File: src/sv/crc8fpc_pkg.sv
// Shared types, constants and functions of the framed packet checker.
package crc8fpc_pkg;

	localparam logic [7:0] CRC_SEED = 8'h42;
	localparam logic [7:0] CRC_POLY = 8'h8C;
	localparam int unsigned CRC_BITS = 8;

	localparam logic [15:0] COUNT_MAX = 16'hFFFF;

	// byte positions inside a packet
	localparam logic [15:0] POS_START0 = 16'd0;
	localparam logic [15:0] POS_START1 = 16'd1;
	localparam logic [15:0] POS_START2 = 16'd2;
	localparam logic [15:0] POS_LEN_HI = 16'd3;
	localparam logic [15:0] POS_LEN_LO = 16'd4;
	localparam logic [15:0] POS_CMD = 16'd5;

	// command codes
	localparam logic [7:0] CMD_SEARCH = 8'h00;
	localparam logic [7:0] CMD_FIRST = 8'h10;
	localparam logic [7:0] CMD_LAST = 8'h15;

	localparam int unsigned CFG_IDX_W = 2;

	typedef enum logic [CFG_IDX_W-1:0] {
		REG_START_FIRST  = 2'd0,
		REG_START_SECOND = 2'd1,
		REG_START_THIRD  = 2'd2,
		REG_CHANNEL_MODE = 2'd3
	} cfg_reg_t;

	typedef enum logic [2:0] {
		VERDICT_NONE   = 3'd0,
		VERDICT_SEARCH = 3'd1,
		VERDICT_BASE   = 3'd2
	} verdict_code_t;

	localparam logic MODE_DATAGRAM = 1'b0;
	localparam logic MODE_STREAM = 1'b1;

	typedef struct packed {
		logic [7:0] start_first;
		logic [7:0] start_second;
		logic [7:0] start_third;
		logic       channel_mode;
	} cfg_t;

	// One byte of a reflected CRC-8 update.
	function automatic logic [7:0] crc8_step(input logic [7:0] crc, input logic [7:0] b);
		logic [7:0] v;
		v = crc ^ b;
		for (int k = 0; k < CRC_BITS; k++) begin
			if (v[0]) begin
				v = (v >> 1) ^ CRC_POLY;
			end else begin
				v = v >> 1;
			end
		end
		return v;
	endfunction

	function automatic logic [2:0] classify(input logic mode, input logic [7:0] code);
		logic [7:0] d;
		logic [2:0] res;
		d = code - CMD_FIRST;
		res = VERDICT_NONE;
		if (mode == MODE_DATAGRAM) begin
			if (code == CMD_SEARCH) begin
				res = VERDICT_SEARCH;
			end
		end else if (code inside {[CMD_FIRST:CMD_LAST]}) begin
			res = d[2:0] + VERDICT_BASE;
		end
		return res;
	endfunction

endpackage

File: src/sv/crc8fpc_core.sv
// Per-packet state: byte count, running CRC, header match, length and command capture.
module crc8fpc_core
	import crc8fpc_pkg::*;
(
	input  logic       clk,
	input  logic       arst_n,
	input  logic       step,
	input  logic [7:0] data_byte,
	input  logic       final_byte,
	input  cfg_t       cfg,
	output logic [2:0] verdict
);

	logic [15:0] count_q;
	logic [7:0]  crc_q;
	logic        header_match_q;
	logic [15:0] length_q;
	logic [7:0]  command_q;

	logic [16:0] total;
	logic [7:0]  code;
	logic        count_ok;

	assign total = {1'b0, count_q} + 17'd1;
	assign code = (count_q == POS_CMD) ? data_byte : command_q;
	assign count_ok = (count_q >= POS_CMD) && (count_q != COUNT_MAX);

	always_comb begin
		verdict = VERDICT_NONE;
		if (count_ok && header_match_q && (crc_q == data_byte) && ({1'b0, length_q} == total)) begin
			verdict = classify(cfg.channel_mode, code);
		end
	end

	always_ff @(posedge clk or negedge arst_n) begin
		if (!arst_n) begin
			count_q <= '0;
			crc_q <= CRC_SEED;
			header_match_q <= 1'b1;
			length_q <= '0;
			command_q <= '0;
		end else if (step) begin
			if (final_byte) begin
				count_q <= '0;
				crc_q <= CRC_SEED;
				header_match_q <= 1'b1;
				length_q <= '0;
				command_q <= '0;
			end else begin
				case (count_q)
					POS_START0: begin
						if (data_byte != cfg.start_first) header_match_q <= 1'b0;
					end
					POS_START1: begin
						if (data_byte != cfg.start_second) header_match_q <= 1'b0;
					end
					POS_START2: begin
						if (data_byte != cfg.start_third) header_match_q <= 1'b0;
					end
					POS_LEN_HI: length_q[15:8] <= data_byte;
					POS_LEN_LO: length_q[7:0] <= data_byte;
					POS_CMD:    command_q <= data_byte;
					default: ;
				endcase
				crc_q <= crc8_step(crc_q, data_byte);
				if (count_q != COUNT_MAX) begin
					count_q <= count_q + 16'd1;
				end
			end
		end
	end

	a_final_clears: assert property (@(posedge clk) disable iff (!arst_n)
		step && final_byte |=> count_q == '0 && crc_q == CRC_SEED && header_match_q)
		else $error("packet state not cleared after final byte");

	a_count_advances: assert property (@(posedge clk) disable iff (!arst_n)
		step && !final_byte && count_q != COUNT_MAX |=> count_q == $past(count_q) + 16'd1)
		else $error("byte count did not advance");

	a_verdict_needs_header: assert property (@(posedge clk) disable iff (!arst_n)
		verdict != VERDICT_NONE |-> header_match_q && count_q >= POS_CMD)
		else $error("verdict given without header match");

endmodule

File: src/sv/crc8_framed_packet_checker_unit.sv
// Framed packet checker with reflected CRC-8: top level with byte and result registers.
//
// Bytes of a packet enter on the in channel (data_byte, final_byte) under
// in_valid/in_ready; final_byte marks the CRC byte that closes the packet.
// Each final byte yields exactly one transaction on the out channel carrying
// verdict (0 none, 1 search, 2..7 stream commands); other bytes yield none.
// The cfg channel (cfg_index, cfg_data) sets the three start bytes and the
// channel mode; cfg_ready is always high. Write it only while no packet is
// in flight.
// A byte is registered in stage 1 and processed there; as a final byte leaves
// stage 1, its verdict is captured in the result register and out_valid rises.
// Throughput: one byte per cycle unless a final byte waits behind a held
// verdict; the only feedback loop is the byte count, CRC and capture state,
// updated once per byte.
// When the receiver stalls, the verdict holds in the result register; the
// following non-final bytes keep flowing, and in_ready drops only while a
// second final byte waits behind the held verdict.
// Reset clears the configuration to its defaults (stream mode, start bytes
// zero) and the packet state to an empty packet with CRC seed 0x42.
module crc8_framed_packet_checker_unit
	import crc8fpc_pkg::*;
(
	input  logic                 clk,
	input  logic                 arst_n,
	input  logic                 in_valid,
	output logic                 in_ready,
	input  logic [7:0]           data_byte,
	input  logic                 final_byte,
	output logic                 out_valid,
	input  logic                 out_ready,
	output logic [2:0]           verdict,
	input  logic                 cfg_valid,
	output logic                 cfg_ready,
	input  logic [CFG_IDX_W-1:0] cfg_index,
	input  logic [7:0]           cfg_data
);

	logic       valid_s1;
	logic [7:0] data_s1;
	logic       final_s1;
	logic       advance;
	logic       out_valid_q;
	logic [2:0] verdict_q;
	logic [2:0] core_verdict;
	cfg_t       cfg_q;

	// Byte in stage 1 moves on unless it is a final byte blocked by a held verdict.
	assign advance = valid_s1 && (!final_s1 || !out_valid_q || out_ready);
	assign in_ready = !valid_s1 || advance;
	assign cfg_ready = 1'b1;
	assign out_valid = out_valid_q;
	assign verdict = verdict_q;

	always_ff @(posedge clk or negedge arst_n) begin
		if (!arst_n) begin
			cfg_q.start_first <= '0;
			cfg_q.start_second <= '0;
			cfg_q.start_third <= '0;
			cfg_q.channel_mode <= MODE_STREAM;
		end else if (cfg_valid && cfg_ready) begin
			case (cfg_index)
				REG_START_FIRST:  cfg_q.start_first <= cfg_data;
				REG_START_SECOND: cfg_q.start_second <= cfg_data;
				REG_START_THIRD:  cfg_q.start_third <= cfg_data;
				REG_CHANNEL_MODE: cfg_q.channel_mode <= cfg_data[0];
				default: ;
			endcase
		end
	end

	always_ff @(posedge clk or negedge arst_n) begin
		if (!arst_n) begin
			valid_s1 <= 1'b0;
		end else if (in_ready) begin
			valid_s1 <= in_valid;
		end
	end

	always_ff @(posedge clk) begin
		if (in_ready && in_valid) begin
			data_s1 <= data_byte;
			final_s1 <= final_byte;
		end
	end

	crc8fpc_core u_core (
		.clk        (clk),
		.arst_n     (arst_n),
		.step       (advance),
		.data_byte  (data_s1),
		.final_byte (final_s1),
		.cfg        (cfg_q),
		.verdict    (core_verdict)
	);

	always_ff @(posedge clk or negedge arst_n) begin
		if (!arst_n) begin
			out_valid_q <= 1'b0;
		end else if (advance && final_s1) begin
			out_valid_q <= 1'b1;
		end else if (out_ready) begin
			out_valid_q <= 1'b0;
		end
	end

	always_ff @(posedge clk) begin
		if (advance && final_s1) begin
			verdict_q <= core_verdict;
		end
	end

	a_stall_cause: assert property (@(posedge clk) disable iff (!arst_n)
		!in_ready |-> valid_s1 && final_s1 && out_valid_q && !out_ready)
		else $error("input stalled without a blocked final byte");

	a_result_from_final: assert property (@(posedge clk) disable iff (!arst_n)
		$rose(out_valid_q) |-> $past(advance && final_s1))
		else $error("result produced without a final byte");

	a_no_overwrite: assert property (@(posedge clk) disable iff (!arst_n)
		out_valid_q && !out_ready |-> !(advance && final_s1))
		else $error("held verdict overwritten");

endmodule

File: config.mk
export PLATFORM = sky130hd
export DESIGN_NAME = crc8_framed_packet_checker_unit
export DESIGN_NICKNAME = d
export VERILOG_FILES = /design/src/sv/crc8fpc_pkg.sv /design/src/sv/crc8fpc_core.sv /design/src/sv/crc8_framed_packet_checker_unit.sv
export SDC_FILE = /design/constraint.sdc
export NUM_CORES = 1
export LEC_CHECK = 0
export BUFFER_PORTS_ARGS = -buffer_cell sky130_fd_sc_hd__buf_2
export CAP_MARGIN = 20
export CORE_MARGIN = 5
export CORE_UTILIZATION = 50
export CTS_CLUSTER_DIAMETER = 80
export CTS_CLUSTER_SIZE = 10
export DETAILED_ROUTE_END_ITERATION = 8
export PLACE_DENSITY = 0.76
export SLEW_MARGIN = 20
export SYNTH_ARGS = -nofsm -noshare
export SYNTH_HDL_FRONTEND = slang
export SYNTH_SLANG_ARGS = --single-unit
File: constraint.sdc
create_clock -name clk -period 3.7 [get_ports clk]
set_input_delay 0.74 -clock clk [delete_from_list [all_inputs] [get_ports clk]]
set_output_delay 0.74 -clock clk [all_outputs]
set_load 0.05 [all_outputs]
==> metrics.md, run 1 <==
| Metric | Value |
|---|---|
| Status | complete, no violations |
| Library cells used by synthesis | 55 |
| Latest clock arrival within the worst-skew pair | 0.36 ns |
| Hold Vio Cnt, Final | 0 |
| Area grow syn2layout | 8.97% |
| Worst VDD drop | 0.275 mV |
| CP Cell Sequence | ha_1 > nand2_1 > nor4_1 > xnor2_1 > o211ai_1 > nor4_2 > o311a_1 |
| Detailed placement HPWL | 7790 µm |
| Tmin final | 2.75 ns |
| Critical Path End Type | flip-flop |
| IO Count | 30 |
| Worst Path Arrival | 2.97 ns |
| Routed wire per std cell | 18.4 µm |
| Post-synth EDFFs | 12 |
| Layout net count | 492 |
| CP peak stage delay | 0.54 ns |
| Die Height | 108 µm |
| Ant. Diodes | 0 |
| Relative slew slack | 33.8% |
| First-pass GRT wire length | 18400 µm |
| Ys async rst share | 86.4% |
| Slew @ Worst Pin | 0.989 ns |
| Crit-path slowest cell | dfrtp_1 |
| Gr ovfl total | 0 |
| Die ar. | 0.0117 mm² |
| Fin util | 56.3% |
| DRT iter0 DRCs | 230 |
| Via count | 3577 |
| Pleak | 2.23 nW |
| Mapped Avg Cell Area | 10.7 µm² |
| Routed WL | 11000 µm |
| Filler instances | 811 |
| Post-synthesis sequential area ratio | 47.2% |
| Initial antenna violation count | 0 |
| All-Layer GR Usage | 19.8% |
| Worst reg-to-reg path cell count | 7 |
| Root Buffer | clkbuf_8 |
| P_int | 1.77 mW |
| Highest Clock Rate | 364 MHz |
| Crit-path max FO | 9 |
| Htree depth | 3 |
| Period utilisation layout | 74.2% |
| Worst Setup Path Type | reg -> reg |
| Max-slew violations | 0 |
| Number of global-route vias before repair | 3599 |
| Req. time, crit path | 3.93 ns |
| Final ANT Viol Nets | 0 |
| Worst Setup Start Kind | flip-flop |
| Logic pwr share | 25.8% |
| RSZ-0062 raised after global routing | false |
| Setup violations, final | 0 |
| Synth top area cells | dfrtp_1 (38%), xnor2_1 (8.0%), edfxtp_1 (7.5%) |
| Most frequent cells after synthesis | dfrtp_1 (72), xnor2_1 (44), xor2_1 (29) |
| Port buffer count | 28 |
| Clock transition at path regs | 0.10 ns |
| Largest net degree at the start of global routing | 77 |
| Initial core utilization | 51.7% |
| # hold bufs at CTS | 0 |
| Register bit total from synthesis | 88 |
| Vias per std cell | 5.98 |
| P_sw | 843 µW |
| Post-CTS Setup Repair Bufs | 0 |
| Switching Share | 32.2% |
| Most frequent cell after synthesis | dfrtp_1 |
| Setup_tns | 0 ns |
| DRT Pass-1 Iters | 5 |
| Share of post-route cells with drive strength above 1 | 19.2% |
| CTS tree | done |
| Sequential power share | 47.8% |
| Yosys top cell by area | dfrtp_1 |
| Pwr per Cell Area | 500 mW/mm² |
| Clock share of power | 26.4% |
| Gate Count Post-Synth | 448 |
| Final Skew | 0.0142 ns |
| Post-synth net total | 476 |
| CTS resizes | 0 |
| Synthesized cell area | 0.00480 mm² |
| Cell row count | 35 |
| Yosys warnings | 0 |
| HP Class | in -> async |
| Ys flop type | dfrtp_1 |
| DRC | 0 |
| Die extent in x | 108 µm |
| Cts bufs inserted | 9 |
| Clk sink count | 88 |
| Top-area cell type share of the netlist area | 37.5% |
| Max-Cap Viols | 0 |
| GP Congestion | 0.971 |
| Core Region | 0.00928 mm² |
| Deepest clock path buffer count | 2 |
==> power groups by stage <==
stage	sequential [mW]	clock (mW)	combinational, mW
2_1_floorplan	1.22	0	0.547
3_3_place_gp	1.26	0	0.647
3_5_place_dp	1.27	0	0.666
4_1_cts	1.25	0.701	0.673
5_1_grt	1.27	0.748	0.739
6_report	1.25	0.691	0.674
==> stage by stage <==
stage / hold slack (ns) / total power [mW] / area [µm²] / std cells / setup WS [ns]
after CTS: 0.518 / 2.62 / 5230 / 598 / 1.01
after global routing: 0.528 / 2.75 / 5230 / 598 / 0.777
after floorplan: 0.444 / 1.77 / 4800 / 448 / 1.45
final: 0.515 / 2.62 / 5230 / 598 / 0.953
after global placement: 0.486 / 1.90 / 5020 / 582 / 1.13
after detailed placement: 0.496 / 1.93 / 5020 / 582 / 1.01
==> layer usage <==
layer | up-vias | track usage (%) | share of wire (%)
met5 | - | 0 | 0
met4 | 0 | 7.75 | 2.8
met3 | 29 | 3.28 | 5.6
met2 | 128 | 32.0 | 47
met1 | 1783 | 26.8 | 44
li1 | 1637 | - | -
==> logic make-up (layout without fill, tap and decap cells) <==
family / count (synthesis) / count (layout) / synth area share (%)
adder cells (fa/ha/maj): 4 / 4 / 1.04
AND/OR/NAND/NOR: 132 / 132 / 16.4
buffers and inverters: 33 / 54 / 2.84
XOR/XNOR: 74 / 74 / 13.8
other: 1 / 1 / 0.0781
multiplexers: 26 / 26 / 6.10
AO/OA/AOI/OAI: 90 / 90 / 12.5
flip-flops: 88 / 88 / 47.2
==> worst max-delay path, delay by kind of cell, from the launching register on <==
family	cells	cell delay, ns
xor+xnor	1	0.19
compound gates	2	0.35
simple gates	3	1.15
flops	1	0.54
fa+ha+maj	1	0.39
==> path summary, 6_finish.rpt <==
check	startpoint	to	slack, ns
min reg2reg	u_core.crc_q[5]	u_core.crc_q[5]	0.52
max reg2reg	u_core.count_q[0]	verdict[0]	0.95
min in group clk	u_core.crc_q[5]	u_core.crc_q[5]	0.52
max in group asynchronous	arst_n	cfg_q[20]	2.57
max	u_core.count_q[0]	verdict[0]	0.95
min	arst_n	u_core.crc_q[4]	0.52
==> layout by cell type (no fill, tap or decap), types with 15 or more instances in the layout <==
master	n
nand2_1	28
a22o_1	22
nor2_1	20
mux2_2	26
buf_2	27
xor2_1	29
dfrtp_1	72
nand3_1	15
o21ai_1	21
o21ai_0	16
xnor2_1	44
==> final cells by class <==
type                            count  area (µm²)  share of cell area, %
Clock buffer                       12         178                   3.40
Tap cell                          129         161                   3.09
Multi-Input combinational cell    327        2400                   45.8
Inverter                            6        22.5                  0.431
Sequential cell                    88        2270                   43.3
Clock inverter                      4        32.5                  0.622
Timing Repair Buffer               32         173                   3.30
==> flip-flops by register name (all words and copies together), names as in the netlist <==
signal	count
cfg_q	25
u_core.count_q	16
u_core.length_q	16
data_s1	8
u_core.command_q	8
u_core.crc_q	8
verdict	3
final_s1	1
out_valid	1
u_core.header_match_q	1
valid_s1	1
No activity file was read; power rests on OpenSTA's default activity.
==> inputs of run 2 (changes only) <==
PLACE_DENSITY = 0.78   (was 0.76)
clock period = 2.2 ns   (was 3.7 ns; I/O delays follow)
==> run 2 against run 1 <==
Effect of this change:
- the run now ends with setup timing left
- final cell count up 9.7%
- sequential power increased by 66%
- die area unchanged
- global-route usage is 1.6 points higher
- final area increased by 14%
- critical path depth stayed put
- non-clock buffer count rose by 58
- count of clock-buffer cells in the layout is 2 lower
- setup slack worse by 1.0 ns
- highest routed layer unchanged
- via count rose by 8.6%
==> metrics.md, run 2 (synthesis gave the netlist of run 1 again) <==
| Metric | Value |
|---|---|
| All-Layer GR Usage | 21.5% (was 19.8%) |
| Detailed placement HPWL | 8670 µm (was 7790 µm) |
| Initial antenna violation count | 0 (unchanged) |
| Worst Setup Start Kind | flip-flop (unchanged) |
| Hold Vio Cnt, Final | 0 (unchanged) |
| Max reg flops | 25 (unchanged) |
| Final Skew | 0.0129 ns (was 0.0142 ns) |
| Largest net degree at the start of global routing | 44 (was 77) |
| Port buffer count | 28 (unchanged) |
| Core Region | 0.00928 mm² (unchanged) |
| Fin util | 63.9% (was 56.3%) |
| Worst VDD drop | 0.500 mV (was 0.275 mV) |
| Pleak | 2.64 nW (was 2.23 nW) |
| Relative slew slack | 51.4% (was 33.8%) |
| Latest clock arrival within the worst-skew pair | 0.37 ns (was 0.36 ns) |
| Reg2reg start | u_core.count_q[9] (was u_core.count_q[0]) |
| Vias per std cell | 5.92 (was 5.98) |
| Ant. Diodes | 0 (unchanged) |
| Biggest regs | cfg_q (25), u_core.count_q (16), u_core.length_q (16) (unchanged) |
| Gr ovfl total | 0 (unchanged) |
| Root Buffer | clkbuf_8 (unchanged) |
| Commonest non-fill, non-tap cells in the layout | dfrtp_1 (69), buf_4 (57), xnor2_1 (42) (was dfrtp_1 (72), xnor2_1 (44), xor2_1 (29)) |
| Failing checks | setup timing |
| Number of global-route vias before repair | 3964 (was 3599) |
| Clk sink count | 88 (unchanged) |
| DP Worst Slack | -0.146 ns (was 1.01 ns) |
| Slew @ Worst Pin | 0.726 ns (was 0.989 ns) |
| Cell row count | 35 (unchanged) |
| Clock transition at path regs | 0.10 ns (about the same) |
| Fin Hold WS | 0.00877 ns (was 0.515 ns) |
| Final setup margin | -0.0657 ns (was 0.953 ns) |
| DRT iter0 DRCs | 303 (was 230) |
| Routed wire per std cell | 18.5 µm (was 18.4 µm) |
| Tmin final | 2.27 ns (was 2.75 ns) |
| Pwr per Cell Area | 779 mW/mm² (was 500 mW/mm²) |
| Crit-path max FO | 4 (was 9) |
| Period utilisation layout | 103% (was 74.2%) |
| Share of post-route cells with drive strength above 1 | 34.5% (was 19.2%) |
| Htree depth | 3 (unchanged) |
| Post-route cell area | 0.00594 mm² (was 0.00523 mm²) |
| Setup crit start | u_core.count_q[9] (was u_core.count_q[0]) |
| RSZ-0062 raised after global routing | true (was false) |
| Non-filler cells in the finished layout | 656 (was 598) |
| Setup violations, final | 11 (was 0) |
| HP Class | in -> async (unchanged) |
| IO Count | 30 (unchanged) |
| Die extent in x | 108 µm (unchanged) |
| GP Congestion | 0.927 (was 0.971) |
| DP Area | 0.00547 mm² (was 0.00502 mm²) |
| DRT Pass-1 Iters | 5 (unchanged) |
| Placed instance count | 635 (was 582) |
| Cts bufs inserted | 9 (unchanged) |
| Die ar. | 0.0117 mm² (unchanged) |
| Deepest clock path buffer count | 2 (unchanged) |
| Final ANT Viol Nets | 0 (unchanged) |
| Initial core utilization | 51.7% (unchanged) |
| Die Height | 108 µm (unchanged) |
| Setup_tns | -0.307 ns (was 0 ns) |
| First-pass GRT wire length | 19600 µm (was 18400 µm) |
| DRC | 0 (unchanged) |
| Worst Setup Path Type | reg -> reg (unchanged) |
| Area grow syn2layout | 23.7% (was 8.97%) |
| Routed WL | 12200 µm (was 11000 µm) |
| Highest Clock Rate | 441 MHz (was 364 MHz) |
| Status | finished, violations left (was complete, no violations) |
| Max-slew violations | 0 (unchanged) |
| Leading cell type in the layout, fill and taps excluded | dfrtp_1 (unchanged) |
| Layout net count | 550 (was 492) |
| Via count | 3883 (was 3577) |
| CTS tree | done (unchanged) |
| Max-Cap Viols | 0 (unchanged) |
| Req. time, crit path | 2.43 ns (was 3.93 ns) |
| Critical Path End Type | flip-flop (unchanged) |
| Power consumption | 4.62 mW (was 2.62 mW) |
| Top reg by flops | cfg_q (unchanged) |
| Worst Path Arrival | 2.50 ns (was 2.97 ns) |
[run 2: changes by cell type in the layout (fill, tap and decap cells not counted), sizes merged]
cell      before  now
clkbuf        12   10
clkinvlp       2    0
buf           32   90
inv            8   12
[run 2: per-layer routing]
layer	share of wire, %	track usage, %	wire length (µm)	up-vias
li1	-	-	-	1763
met4	2.8	9.11	339	0
met3	6.9	3.88	838	35
met5	0	0	0	-
met1	43	28.7	5200	1923
met2	48	34.4	5790	162
[run 2: power by group]
part,switching [mW],internal (mW)
Clock,0.649,0.505
Combinational,0.685,0.717
Sequential,0.187,1.88
[run 2: path summary, 6_finish.rpt]
path / end / slack, ns / depth (start not counted)
max: verdict[0] / -0.07 / 7
min: u_core.count_q[7] / 0.009 / 1
max reg2reg: verdict[0] / -0.07 / 7
min reg2reg: u_core.header_match_q / 0.52 / 1
max in group asynchronous: u_core.header_match_q / 1.55 / 2
min in group clk: data_s1[4] / 0.25 / 1
[run 2: what timing repair did]
item,CTS,global route
hold endpoints to repair,0,0
endpoints found under the setup margin,7,36
pin swaps,6,9
hold buffers,0,0
setup buffers,3,3
resized for setup,21,22
[run 2: cell type report]
type                       instances  area [µm²]
sequential                        88        2270
tap                              129         161
multi-input combinational        327        2630
inverter                           6        22.5
clock buffer                      10         149
clock inverter                     6        52.6
fill                             739        3350
timing repair buffer              90         648
[run 2: critical path, cell delays in order, from the launching register on]
cell and delay (ns):
dfrtp_1 0.45, or4_4 0.59, nand4b_4 0.20, mux2_4 0.22, o21ai_2 0.06, nor4_2 0.28, buf_4 0.18, o311a_1 0.16
==> inputs of run 3 (changes only) <==
==> constraint.sdc (replaced) <==
create_clock -name clk -period 2.2 [get_ports clk]
set_input_delay 0.11 -clock clk [delete_from_list [all_inputs] [get_ports clk]]
set_output_delay 0.11 -clock clk [all_outputs]
set_load 0.05 [all_outputs]
==> run 3 against run 2 <==
Effect of this change:
- the flow still finishes with violations (setup timing)
- setup slack got worse by 0.036 ns
- clock power fell by 5%
- hold slack is essentially flat
- die area unchanged
- combinational power is essentially flat
- clock skew grew 0.0026 ns
- global-route usage grew 0.81 points
- sequential share of layout area shrank 0.74 points
- final area grew 2.0%
- via count increased by 1.5%
- non-clock buffer count increased by 16
==> metrics.md, run 3 (synthesis gave the netlist of run 1 again) <==
| Metric | Value |
|---|---|
| Initial core utilization | 51.7% (unchanged) |
| Routed wire per std cell | 19.0 µm (was 18.5 µm) |
| Hold Vio Cnt, Final | 0 (unchanged) |
| DRC | 0 (unchanged) |
| Deepest clock path buffer count | 2 (unchanged) |
| Root Buffer | clkbuf_8 (unchanged) |
| Clock share of power | 23.8% (was 24.9%) |
| Sequential power share | 45.2% (was 44.7%) |
| Cts bufs inserted | 9 (unchanged) |
| Max reg flops | 25 (unchanged) |
| IO Count | 30 (unchanged) |
| Worst Path Arrival | 2.53 ns (was 2.50 ns) |
| Leading cell type in the layout, fill and taps excluded | dfrtp_1 (unchanged) |
| P_int | 3.09 mW (was 3.10 mW) |
| Pleak | 2.67 nW (was 2.64 nW) |
| Top reg by flops | cfg_q (unchanged) |
| Switching Share | 32.6% (was 32.9%) |
| Tmin final | 2.30 ns (was 2.27 ns) |
| Max-slew violations | 0 (unchanged) |
| Die Height | 108 µm (unchanged) |
| Power consumption | 4.59 mW (was 4.62 mW) |
| Share of post-route cells with drive strength above 1 | 33.3% (was 34.5%) |
| Latest clock arrival within the worst-skew pair | 0.37 ns (about the same) |
| Number of global-route vias before repair | 3916 (was 3964) |
| Via count | 3941 (was 3883) |
| Period utilisation layout | 105% (was 103%) |
| Area grow syn2layout | 26.1% (was 23.7%) |
| Crit-path max FO | 6 (was 4) |
| Final Skew | 0.0154 ns (was 0.0129 ns) |
| P_sw | 1.49 mW (was 1.52 mW) |
| Slew @ Worst Pin | 0.506 ns (was 0.726 ns) |
| Max-Cap Viols | 0 (unchanged) |
| Req. time, crit path | 2.43 ns (about the same) |
| Clk sink count | 88 (unchanged) |
| Port buffer count | 28 (unchanged) |
| Cell row count | 35 (unchanged) |
| Highest Clock Rate | 434 MHz (was 441 MHz) |
| GP Congestion | 0.881 (was 0.927) |
| Htree depth | 3 (unchanged) |
| Clock transition at path regs | 0.09 ns (was 0.10 ns) |
| Placed instance count | 634 (was 635) |
| Worst Setup Path Type | reg -> reg (unchanged) |
| Setup violations, final | 3 (was 11) |
| Logic pwr share | 31.0% (was 30.3%) |
| CTS tree | done (unchanged) |
| Fin util | 65.2% (was 63.9%) |
| Status | finished, violations left (unchanged) |
| Critical Path End Type | flip-flop (unchanged) |
| Pwr per Cell Area | 758 mW/mm² (was 779 mW/mm²) |
| Die ar. | 0.0117 mm² (unchanged) |
| Failing checks | setup timing (unchanged) |
| Final ANT Viol Nets | 0 (unchanged) |
| Detailed placement HPWL | 8620 µm (was 8670 µm) |
| DRT iter0 DRCs | 337 (was 303) |
| Initial antenna violation count | 0 (unchanged) |
| HP Class | in -> reg (was in -> async) |
| Worst VDD drop | 0.539 mV (was 0.500 mV) |
| Biggest regs | cfg_q (25), u_core.count_q (16), u_core.length_q (16) (unchanged) |
| Die extent in x | 108 µm (unchanged) |
| Largest net degree at the start of global routing | 44 (unchanged) |
| Setup_tns | -0.274 ns (was -0.307 ns) |
| RSZ-0062 raised after global routing | true (unchanged) |
| All-Layer GR Usage | 22.3% (was 21.5%) |
| Final setup margin | -0.102 ns (was -0.0657 ns) |
| Vias per std cell | 5.86 (was 5.92) |
| DRT Pass-1 Iters | 5 (unchanged) |
| Core Region | 0.00928 mm² (unchanged) |
| Ant. Diodes | 0 (unchanged) |
| Commonest non-fill, non-tap cells in the layout | dfrtp_1 (69), buf_4 (60), xnor2_1 (41) (was dfrtp_1 (69), buf_4 (57), xnor2_1 (42)) |
| First-pass GRT wire length | 20200 µm (was 19600 µm) |
| Non-filler cells in the finished layout | 672 (was 656) |
| Layout net count | 566 (was 550) |
| Worst Setup Start Kind | flip-flop (unchanged) |
| Relative slew slack | 66.0% (was 51.4%) |
| Gr ovfl total | 0 (unchanged) |
| Routed WL | 12800 µm (was 12200 µm) |
run 3: cell type report:
cell class | instances | area (µm²)
sequential | 88 | 2270
timing repair buffer | 106 | 791
inverter | 6 | 22.5
clock buffer | 11 | 153
clock inverter | 5 | 38.8
multi-input combinational | 327 | 2620
tap | 129 | 161
fill | 703 | 3230
run 3: timing repair:
item | 4_1_cts | 5_1_grt
resized for setup | 15 | 24
buffers inserted | 3 | 5
pin swaps | 3 | 2
hold buffers | 14 | 0
endpoints found under the setup margin | 7 | 36
hold endpoints to repair | 49 | 0
run 3: layer usage:
| layer | wire length (µm) | global-route usage, % | share of wire (%) |
|---|---|---|---|
| met1 | 5340 | 29.8 | 42 |
| met2 | 6280 | 36.7 | 49 |
| met3 | 867 | 4.12 | 6.8 |
| met4 | 274 | 7.48 | 2.1 |
| met5 | 0 | 0 | 0 |
run 3: through the flow:
| stage | cell area [µm²] | hold slack [ns] | setup WS (ns) |
|---|---|---|---|
| floorplan | 4830 | -0.186 | 0.0235 |
| global placement | 5450 | 0.0828 | -0.00924 |
| detailed placement | 5450 | 0.0894 | -0.0899 |
| CTS | 5900 | 0.00187 | 0.00573 |
| global route | 6050 | 0.0100 | -0.169 |
| finish | 6050 | 0.00870 | -0.102 |
run 3: power by group through the flow:
stage	registers (mW)	clock network, mW	logic, mW
final	2.07	1.09	1.42
after global routing	2.10	1.18	1.54
after CTS	2.06	1.11	1.36
after detailed placement	2.09	0	1.31
after global placement	2.08	0	1.27
after floorplan	2.05	0	0.922
run 3: critical path, cell delays in order, from the launching register on:
cell      delay [ns]
dfrtp_2         0.48
buf_4           0.16
buf_4           0.13
xor2_2          0.22
nand4_1         0.24
a211oi_2        0.22
nand4_1         0.13
nor4_2          0.24
buf_4           0.18
o311a_1         0.14
run 3: path summary, 6_finish.rpt:
check	from	endpoint	slack, ns	cells past startpoint
min in group asynchronous	arst_n	u_core.count_q[10]	0.22	2
hold reg to reg	u_core.crc_q[6]	u_core.crc_q[6]	0.52	2
hold / removal	cfg_data[2]	cfg_q[3]	0.009	2
setup / recovery	u_core.count_q[0]	verdict[0]	-0.10	9
setup reg to reg	u_core.count_q[0]	verdict[0]	-0.10	9
max in group asynchronous	arst_n	cfg_q[0]	1.32	3
